$ cat config.mk
export PLATFORM = sky130hd
export DESIGN_NAME = signal_curve_length_flat
export DESIGN_NICKNAME = d
export VERILOG_FILES = /design/src/hw/rtl/scl_pkg.sv /design/src/hw/rtl/scl_if.sv /design/src/hw/rtl/scl_isqrt.sv /design/src/hw/rtl/scl_acc.sv /design/src/hw/rtl/signal_curve_length.sv /design/src/flat_wrapper.sv
export SDC_FILE = /design/constraint.sdc
export NUM_CORES = 1
export LEC_CHECK = 0
export ABC_AREA = 1
export BUFFER_PORTS_ARGS = -buffer_cell sky130_fd_sc_hd__buf_2
export CAP_MARGIN = 5
export CORE_MARGIN = 4
export CORE_UTILIZATION = 35
export CTS_CLUSTER_SIZE = 14
export DETAILED_ROUTE_END_ITERATION = 12
export SLEW_MARGIN = 0
export SYNTH_ARGS = -nofsm -noshare
export SYNTH_HDL_FRONTEND = slang
export SYNTH_SLANG_ARGS = --single-unit
$ cat constraint.sdc
create_clock -name clk -period 5.6 [get_ports clk]
set_clock_uncertainty 0.1 [all_clocks]
set_input_delay 0.56 -clock clk [delete_from_list [all_inputs] [get_ports clk]]
set_output_delay 0.56 -clock clk [all_outputs]
set_load 0.05 [all_outputs]
$ cat src/hw/rtl/scl_pkg.sv
// Shared constants and types for the signal curve length block.
// No dependencies; compiled first.
`default_nettype none

package scl_pkg;

  localparam int SAMPLE_BITS_DEF = 16;

  // Row total: unsigned Q22.8, saturating.
  localparam int TOTAL_W = 30;
  localparam logic [TOTAL_W-1:0] TOTAL_MAX = {TOTAL_W{1'b1}};

  // 1.0 in the Q.16 radicand.
  localparam int ONE_Q16 = 65536;

  // Commands from the sequencer to the accumulator.
  typedef struct packed {
    logic add;   // add the finished root to the row total
    logic emit;  // move the row total to the output register and clear it
  } acc_ctrl_t;

endpackage

`default_nettype wire

$ cat src/hw/rtl/scl_if.sv
// Valid/ready channel interfaces for the signal curve length block.
// Depends on scl_pkg.
`default_nettype none

interface scl_in_if #(
  parameter int SampleBits = 16
) ();
  logic                         valid;
  logic                         ready;
  logic signed [SampleBits-1:0] sample;
  logic                         row_end;

  modport source (output valid, output sample, output row_end, input ready);
  modport sink   (input valid, input sample, input row_end, output ready);
endinterface

interface scl_out_if ();
  import scl_pkg::*;

  logic               valid;
  logic               ready;
  logic [TOTAL_W-1:0] length_sum;

  modport source (output valid, output length_sum, input ready);
  modport sink   (input valid, input length_sum, output ready);
endinterface

`default_nettype wire

$ cat src/hw/rtl/scl_isqrt.sv
// Squares a magnitude, adds 1.0 and takes the floor square root two radicand
// bits per cycle. Depends on scl_pkg.
`default_nettype none

module scl_isqrt #(
  parameter int MagW = 17
) (
  input  logic            clk,
  input  logic            rst,
  input  logic            start,
  input  logic [MagW-1:0] mag,
  output logic            done,
  output logic [MagW-1:0] root
);
  import scl_pkg::*;

  localparam int RadW = 2 * MagW;
  localparam int RemW = MagW + 2;
  localparam int ShW  = MagW + 4;
  localparam int CntW = $clog2(MagW);
  localparam logic [CntW-1:0] CntLast = CntW'(MagW - 1);

  logic [RadW-1:0] sq;
  logic [RadW-1:0] rad;
  logic [RemW-1:0] rem;
  logic [CntW-1:0] cnt;
  logic            run;

  logic [ShW-1:0]  rem_sh;
  logic [ShW-1:0]  trial;
  logic [ShW-1:0]  rem_sub;
  logic            fits;

  assign sq = RadW'(mag) * RadW'(mag);

  // One restoring step: bring down the next radicand digit, try root*4+1.
  assign rem_sh  = {rem, rad[RadW-1 -: 2]};
  assign trial   = {2'b00, root, 2'b01};
  assign rem_sub = rem_sh - trial;
  assign fits    = rem_sh >= trial;
  assign done    = run && (cnt == CntLast);

  always_ff @(posedge clk) begin
    if (rst) begin
      run <= 1'b0;
      cnt <= '0;
    end else if (start) begin
      run <= 1'b1;
      cnt <= '0;
    end else if (run) begin
      run <= !done;
      cnt <= cnt + 1'b1;
    end
  end

  always_ff @(posedge clk) begin
    if (start) begin
      rad  <= sq + RadW'(ONE_Q16);
      rem  <= '0;
      root <= '0;
    end else if (run) begin
      rad  <= {rad[RadW-3:0], 2'b00};
      rem  <= fits ? rem_sub[RemW-1:0] : rem_sh[RemW-1:0];
      root <= {root[MagW-2:0], fits};
    end
  end

endmodule

`default_nettype wire

$ cat src/hw/rtl/scl_acc.sv
// Saturating row total and the output register of the result channel.
// Depends on scl_pkg and scl_out_if.
`default_nettype none

module scl_acc #(
  parameter int RootW = 17
) (
  input  logic              clk,
  input  logic              rst,
  input  scl_pkg::acc_ctrl_t ctrl,
  input  logic [RootW-1:0]  term,
  output logic              room,
  scl_out_if.source         length_ch
);
  import scl_pkg::*;

  localparam int SumW = ((RootW > TOTAL_W) ? RootW : TOTAL_W) + 1;

  logic [TOTAL_W-1:0] total;
  logic [TOTAL_W-1:0] total_next;
  logic [SumW-1:0]    sum;
  logic               out_valid;

  assign sum        = SumW'(total) + SumW'(term);
  assign total_next = (sum > SumW'(TOTAL_MAX)) ? TOTAL_MAX : sum[TOTAL_W-1:0];

  // Output register is free when empty or being drained this cycle.
  assign room            = !out_valid || length_ch.ready;
  assign length_ch.valid = out_valid;

  always_ff @(posedge clk) begin
    if (rst) begin
      total <= '0;
    end else if (ctrl.emit) begin
      total <= '0;
    end else if (ctrl.add) begin
      total <= total_next;
    end
  end

  always_ff @(posedge clk) begin
    if (rst) begin
      out_valid <= 1'b0;
    end else if (ctrl.emit) begin
      out_valid <= 1'b1;
    end else if (length_ch.ready) begin
      out_valid <= 1'b0;
    end
  end

  always_ff @(posedge clk) begin
    if (ctrl.emit) begin
      length_ch.length_sum <= total;
    end
  end

endmodule

`default_nettype wire

$ cat src/hw/rtl/signal_curve_length.sv
// Channel      Dir   Payload                          Transfer
// sample_ch    sink  sample (signed Q8.8), row_end    valid & ready
// length_ch    src   length_sum (30b unsigned Q22.8)  valid & ready
//
// A sample with a predecessor in its row goes through accept, square,
// SAMPLE_BITS+1 root digit steps in the serial root unit, and add. The
// first sample of a row is only stored unless it also ends the row. A row
// end passes last through the emit state, which loads the output register.
// Synchronous reset clears the sequencer, row state and output valid.
// A held result does not block input; only a second row end waits for it.
// Depends on scl_pkg, scl_if, scl_isqrt, scl_acc.
`default_nettype none

module signal_curve_length #(
  parameter int SAMPLE_BITS = scl_pkg::SAMPLE_BITS_DEF
) (
  input  logic       clk,
  input  logic       rst,
  scl_in_if.sink     sample_ch,
  scl_out_if.source  length_ch
);
  import scl_pkg::*;

  localparam int MagW = SAMPLE_BITS + 1;

  typedef enum logic [4:0] {
    ST_IDLE   = 5'b00001,
    ST_SQUARE = 5'b00010,
    ST_ROOT   = 5'b00100,
    ST_ACCUM  = 5'b01000,
    ST_EMIT   = 5'b10000
  } state_t;

  state_t state;
  state_t state_next;

  logic [SAMPLE_BITS-1:0] prior_sample;
  logic                   prior_valid;
  logic                   last;
  logic [MagW-1:0]        mag;

  logic [MagW-1:0]        diff;
  logic [MagW-1:0]        diff_abs;
  logic                   in_fire;
  logic                   sq_start;
  logic                   sq_done;
  logic [MagW-1:0]        root;
  logic                   room;
  acc_ctrl_t              acc_ctrl;

  assign sample_ch.ready = (state == ST_IDLE);
  assign in_fire         = sample_ch.valid && sample_ch.ready;

  // Exact difference, one bit wider than a sample.
  assign diff     = {sample_ch.sample[SAMPLE_BITS-1], sample_ch.sample}
                  - {prior_sample[SAMPLE_BITS-1], prior_sample};
  assign diff_abs = diff[MagW-1] ? (~diff + 1'b1) : diff;

  assign sq_start      = (state == ST_SQUARE);
  assign acc_ctrl.add  = (state == ST_ACCUM);
  assign acc_ctrl.emit = (state == ST_EMIT) && room;

  always_comb begin
    state_next = state;
    case (state)
      ST_IDLE: begin
        if (in_fire) begin
          if (prior_valid) begin
            state_next = ST_SQUARE;
          end else if (sample_ch.row_end) begin
            state_next = ST_EMIT;
          end
        end
      end
      ST_SQUARE: state_next = ST_ROOT;
      ST_ROOT: begin
        if (sq_done) begin
          state_next = ST_ACCUM;
        end
      end
      ST_ACCUM:  state_next = last ? ST_EMIT : ST_IDLE;
      ST_EMIT: begin
        if (room) begin
          state_next = ST_IDLE;
        end
      end
      default:   state_next = ST_IDLE;
    endcase
  end

  always_ff @(posedge clk) begin
    if (rst) begin
      state       <= ST_IDLE;
      prior_valid <= 1'b0;
    end else begin
      state <= state_next;
      if (in_fire) begin
        prior_valid <= !sample_ch.row_end;
      end
    end
  end

  always_ff @(posedge clk) begin
    if (rst) begin
      prior_sample <= '0;
    end else if (in_fire) begin
      prior_sample <= sample_ch.sample;
    end
  end

  always_ff @(posedge clk) begin
    if (in_fire) begin
      last <= sample_ch.row_end;
      mag  <= diff_abs;
    end
  end

  scl_isqrt #(
    .MagW (MagW)
  ) u_isqrt (
    .clk   (clk),
    .rst   (rst),
    .start (sq_start),
    .mag   (mag),
    .done  (sq_done),
    .root  (root)
  );

  scl_acc #(
    .RootW (MagW)
  ) u_acc (
    .clk       (clk),
    .rst       (rst),
    .ctrl      (acc_ctrl),
    .term      (root),
    .room      (room),
    .length_ch (length_ch)
  );

  // Root unit finishes only while the sequencer waits for it.
  a_done_in_root: assert property (@(posedge clk) disable iff (rst)
    sq_done |-> (state == ST_ROOT))
    else $error("root unit finished outside the root state");

  // A row end held back by a full output register keeps waiting.
  a_emit_waits: assert property (@(posedge clk) disable iff (rst)
    (state == ST_EMIT) && length_ch.valid && !length_ch.ready |=> (state == ST_EMIT))
    else $error("row end left the emit state while the output was full");

  // Loading a result always shows up on the output channel.
  a_emit_valid: assert property (@(posedge clk) disable iff (rst)
    acc_ctrl.emit |=> length_ch.valid)
    else $error("emitted row total not presented");

  // A row end starts a fresh row.
  a_row_restart: assert property (@(posedge clk) disable iff (rst)
    in_fire && sample_ch.row_end |=> !prior_valid)
    else $error("row state not cleared after row end");

endmodule

`default_nettype wire
$ cat src/flat_wrapper.sv
// flat-port wrapper written by rule: the top's interface ports become plain ports
module signal_curve_length_flat import scl_pkg::*;
#(
  parameter int SAMPLE_BITS = scl_pkg::SAMPLE_BITS_DEF
)
  (clk, rst, sample_ch_valid, sample_ch_sample, sample_ch_row_end, sample_ch_ready, length_ch_valid, length_ch_length_sum, length_ch_ready);
  scl_in_if sample_ch_i ();
  scl_out_if length_ch_i ();
  input  logic clk;
  input  logic rst;
  input wire logic [$bits(sample_ch_i.valid)-1:0] sample_ch_valid;
  input wire logic [$bits(sample_ch_i.sample)-1:0] sample_ch_sample;
  input wire logic [$bits(sample_ch_i.row_end)-1:0] sample_ch_row_end;
  output wire logic [$bits(sample_ch_i.ready)-1:0] sample_ch_ready;
  output wire logic [$bits(length_ch_i.valid)-1:0] length_ch_valid;
  output wire logic [$bits(length_ch_i.length_sum)-1:0] length_ch_length_sum;
  input wire logic [$bits(length_ch_i.ready)-1:0] length_ch_ready;
  assign sample_ch_i.valid = sample_ch_valid;
  assign sample_ch_i.sample = sample_ch_sample;
  assign sample_ch_i.row_end = sample_ch_row_end;
  assign sample_ch_ready = sample_ch_i.ready;
  assign length_ch_valid = length_ch_i.valid;
  assign length_ch_length_sum = length_ch_i.length_sum;
  assign length_ch_i.ready = length_ch_ready;
  signal_curve_length #(.SAMPLE_BITS(SAMPLE_BITS)) u_core (.clk(clk), .rst(rst), .sample_ch(sample_ch_i), .length_ch(length_ch_i));
endmodule
==> impl_metrics.yaml <==
route:
  drtAntennaViolNets: 0
  viasPerCell: 4.809
  drt_first_pass_iters: 5
  drt_drc_violations_left: 0
  via_count: 15570
  routed_wl_mm: 46.68
  wl_per_cell_um: 14.42
  drt_iter0_markers: 875
cts:
  numCtsBuffers: 17
  cts_tree: "done"
  cts_root_buffer: "clkbuf_16"
  clk_pin_slew_worst_paths_ns: 0.08
  cts_buffer_depth: 2
  clock_latency_ns: 0.47
  clkSinkCount: 176
  cts_max_level: 4
run_status:
  violations: "negative setup slack"
  outcome: "finished with violations"
synth:
  syn-num-nets: 2692
  ys_async_sr_fraction_pct: 0
  avgSynthCellArea_um2: 8.013
  synth.distinct_cells: 57
  ys_ff_latch: 176
  yosysWarnings: 0
  ys.flop_type: "dfxtp_1"
  syn_area_mm2: 0.01849
  synth-edff-count: 81
  synth_seq_area_share_pct: 23.45
  postSynthCellCount: 2307
final_layout:
  antenna_cells: 0
  syn_to_final_growth_pct: 25.71
  fill_cells: 4890
  drive_gt1_share_pct: 24.90
  fin_nets: 2930
critical_path:
  cp_common_cell: "inv_2"
  worstSetupStartpoint: "u_core.mag[8]"
  crit_fanout: 5
  crit_chain: "buf_6, buf_8, nand2_4, inv_2, fa_1, inv_2, fa_2, fa_1, inv_2, fa_2, fa_1, inv_2, fa_1, inv_2, ha_4, a21oi_4, o21ai_2, a21oi_2, o21ai_4, nand4_1, nand4_1, or2_4, nand3_2, nand2_1"
  cp-endpoint: "u_core.u_isqrt.rad[33]"
  slowest_stage: "fa_2"
  worstSetupEndpointType: "register"
  max_stage_delay_ns: 0.53
  worstPathArrival_ns: 5.80
  crit_type: "reg2reg"
  r2r-start: "u_core.mag[8]"
  crit_required_ns: 5.73
  start_kind: "register"
  reg2reg_slack_ns: -0.06
  r2r_end: "u_core.u_isqrt.rad[33]"
  ff2ff_path_depth: 24
timing:
  worst-slew-pin-transition_ns: 1.201
  slew_headroom_pct: 19.86
  rsz0062_at_grt: "true"
  drv_slew: 0
  post-route-period-util_pct: 101.1
  period_needed_ns: 5.664
  setup_tns_ns: -0.2170
  setup_viol: 9
  layout_setup_ws_ns: -0.06429
  finalHoldViolations: 0
  holdWs_ns: 0.2030
  max_freq_mhz: 176.5
floorplan:
  start_util_pct: 35.67
  dieHeight_um: 237.8
  ios: 53
  die_w_um: 237.8
  num_rows: 83
  die_area_mm2: 0.05656
  core-area_mm2: 0.05182
placement:
  port_buffers: 52
  hpwl_mm: 36.50
  place_congestion: 0.9104
  post-place-ws_ns: -0.3951
global_route:
  antenna_found_initial: 0
  grt_pass1_wl_mm: 76.58
  grt-ovfl-total: 0
  grt_max_degree: 57
  grt_pass1_vias: 15660
  grt.total_usage_pct: 16.31
worst_hold_path:
  min_path_type: "in2reg"
run:
  maxCapViolations: 0
-- final cells by class --
cell class                      count  area (um2)  share of cell area [%]
Clock buffer                       19       464.2                   1.998
Clock inverter                     13       137.6                  0.5923
Inverter                          524        1969                   8.475
Multi-Input combinational cell   1536       13190                   56.77
Sequential cell                   176        4334                   18.65
Tap cell                          680       850.8                   3.661
Timing Repair Buffer              290        2288                   9.848
-- sequential cells by signal, indices dropped and copies added (netlist names), 16 cells and up --
name and cells:
u_core.prior_sample 16, u_core.mag 17, u_core.u_isqrt.rem 19, u_core.u_acc.length_ch.length_sum 30, u_core.u_isqrt.root 17, u_core.u_acc.total 30, u_core.u_isqrt.rad 33
-- what timing repair did --
item                                    in CTS  in global routing
setup buffers                               47                 24
endpoints found under the setup margin      21                 22
cloned                                       1                  0
hold buffers                                 0                  0
gates resized for setup                    184                177
pin swaps                                  114                108
-- per-layer routing --
metal	wire [um]	part of all wire, %	track usage (%)
met5	0	0	0
met4	961	2.1	4.636
met3	1574	3.4	2.046
met2	22110	47	27.31
met1	22030	47	22.32
-- metrics by stage --
stage	std cells	utilization, %	instance area (um2)
floorplan	2307	-	18720
global placement	3140	40.06	20760
detailed placement	3140	40.06	20760
CTS	3217	43.26	22420
global route	3238	44.84	23240
finish	3238	44.84	23240
-- cells in the final DEF, fill, tap and decap left out, types with 14 or more instances in the layout --
master / netlist / layout
o21ai_0: 117 / 101
a21oi_4: 0 / 15
clkbuf_16: 0 / 18
a21oi_1: 157 / 131
nand3_2: 6 / 14
nand3_1: 59 / 51
nand2_1: 438 / 385
nor3_1: 17 / 14
inv_2: 4 / 55
nand4_1: 30 / 30
o22ai_1: 17 / 17
inv_1: 517 / 465
buf_2: 7 / 52
ha_1: 170 / 140
fa_1: 194 / 168
fa_2: 0 / 26
dfxtp_1: 95 / 95
xnor2_1: 24 / 21
xor2_1: 41 / 39
nor2_1: 117 / 98
buf_4: 2 / 194
nand2_4: 1 / 21
o21ai_2: 4 / 15
ha_4: 0 / 28
a21oi_2: 6 / 17
nand2_2: 14 / 47
buf_6: 0 / 35
edfxtp_1: 81 / 81
-- synth_stat cells (10+ instances only) --
| cell | number | area (um2) |
|---|---|---|
| or2_2 | 13 | 81.33 |
| nand3_1 | 59 | 295.3 |
| ha_1 | 170 | 2127 |
| a21oi_1 | 157 | 785.8 |
| a31oi_1 | 12 | 75.07 |
| fa_1 | 194 | 3884 |
| edfxtp_1 | 81 | 2432 |
| nor2_1 | 117 | 439.2 |
| dfxtp_1 | 95 | 1902 |
| a21o_1 | 10 | 75.07 |
| o21bai_1 | 10 | 75.07 |
| a22oi_1 | 12 | 90.09 |
| inv_1 | 517 | 1941 |
| nor3_1 | 17 | 85.08 |
| o21ai_0 | 117 | 585.6 |
| clkbuf_1 | 54 | 202.7 |
| xnor2_1 | 24 | 210.2 |
| o22ai_1 | 17 | 106.4 |
| nand2_1 | 438 | 1644 |
| nand4_1 | 30 | 187.7 |
| xor2_1 | 41 | 359.1 |
| nand2_2 | 14 | 87.58 |
| o211ai_1 | 10 | 75.07 |
-- how the worst min path moves through the flow --
stage,start,to,slack [ns],cells after the start
2_1_floorplan,u_core.u_acc.total[0],u_core.u_acc.length_ch.length_sum[0],0.33,0
3_5_place_dp,u_core.u_acc.total[0],u_core.u_acc.length_ch.length_sum[0],0.35,0
4_1_cts,sample_ch_row_end,u_core.last,0.17,1
5_1_grt,sample_ch_row_end,u_core.last,0.19,1
3_3_place_gp,u_core.u_acc.total[0],u_core.u_acc.length_ch.length_sum[0],0.34,0
6_report,sample_ch_row_end,u_core.last,0.20,1
-- kinds of logic (layout without fill, tap and decap cells) --
| group | Yosys count | count (layout) | synth area share, % |
|---|---|---|---|
| AOI/OAI and AO/OA | 378 | 378 | 11.47 |
| adders and majority gates | 364 | 364 | 32.52 |
| and+or+nand+nor | 725 | 725 | 16.94 |
| muxes | 1 | 1 | 0.06091 |
| DFF | 176 | 176 | 23.45 |
| xor gates and xnor gates | 68 | 68 | 3.405 |
| buffers and inverters | 595 | 846 | 12.17 |
-- worst max-delay path: cells and delay by family, from the launching register on --
kind            cells  cell delay, ns
simple gates        6            0.70
compound gates      4            0.47
fa+ha+maj           7            3.13
buf+inv             7            0.54
flops               1            0.48
Power is not shown: default switching activity piles up to over one toggle a cycle in this logic, so the estimate is an artifact.
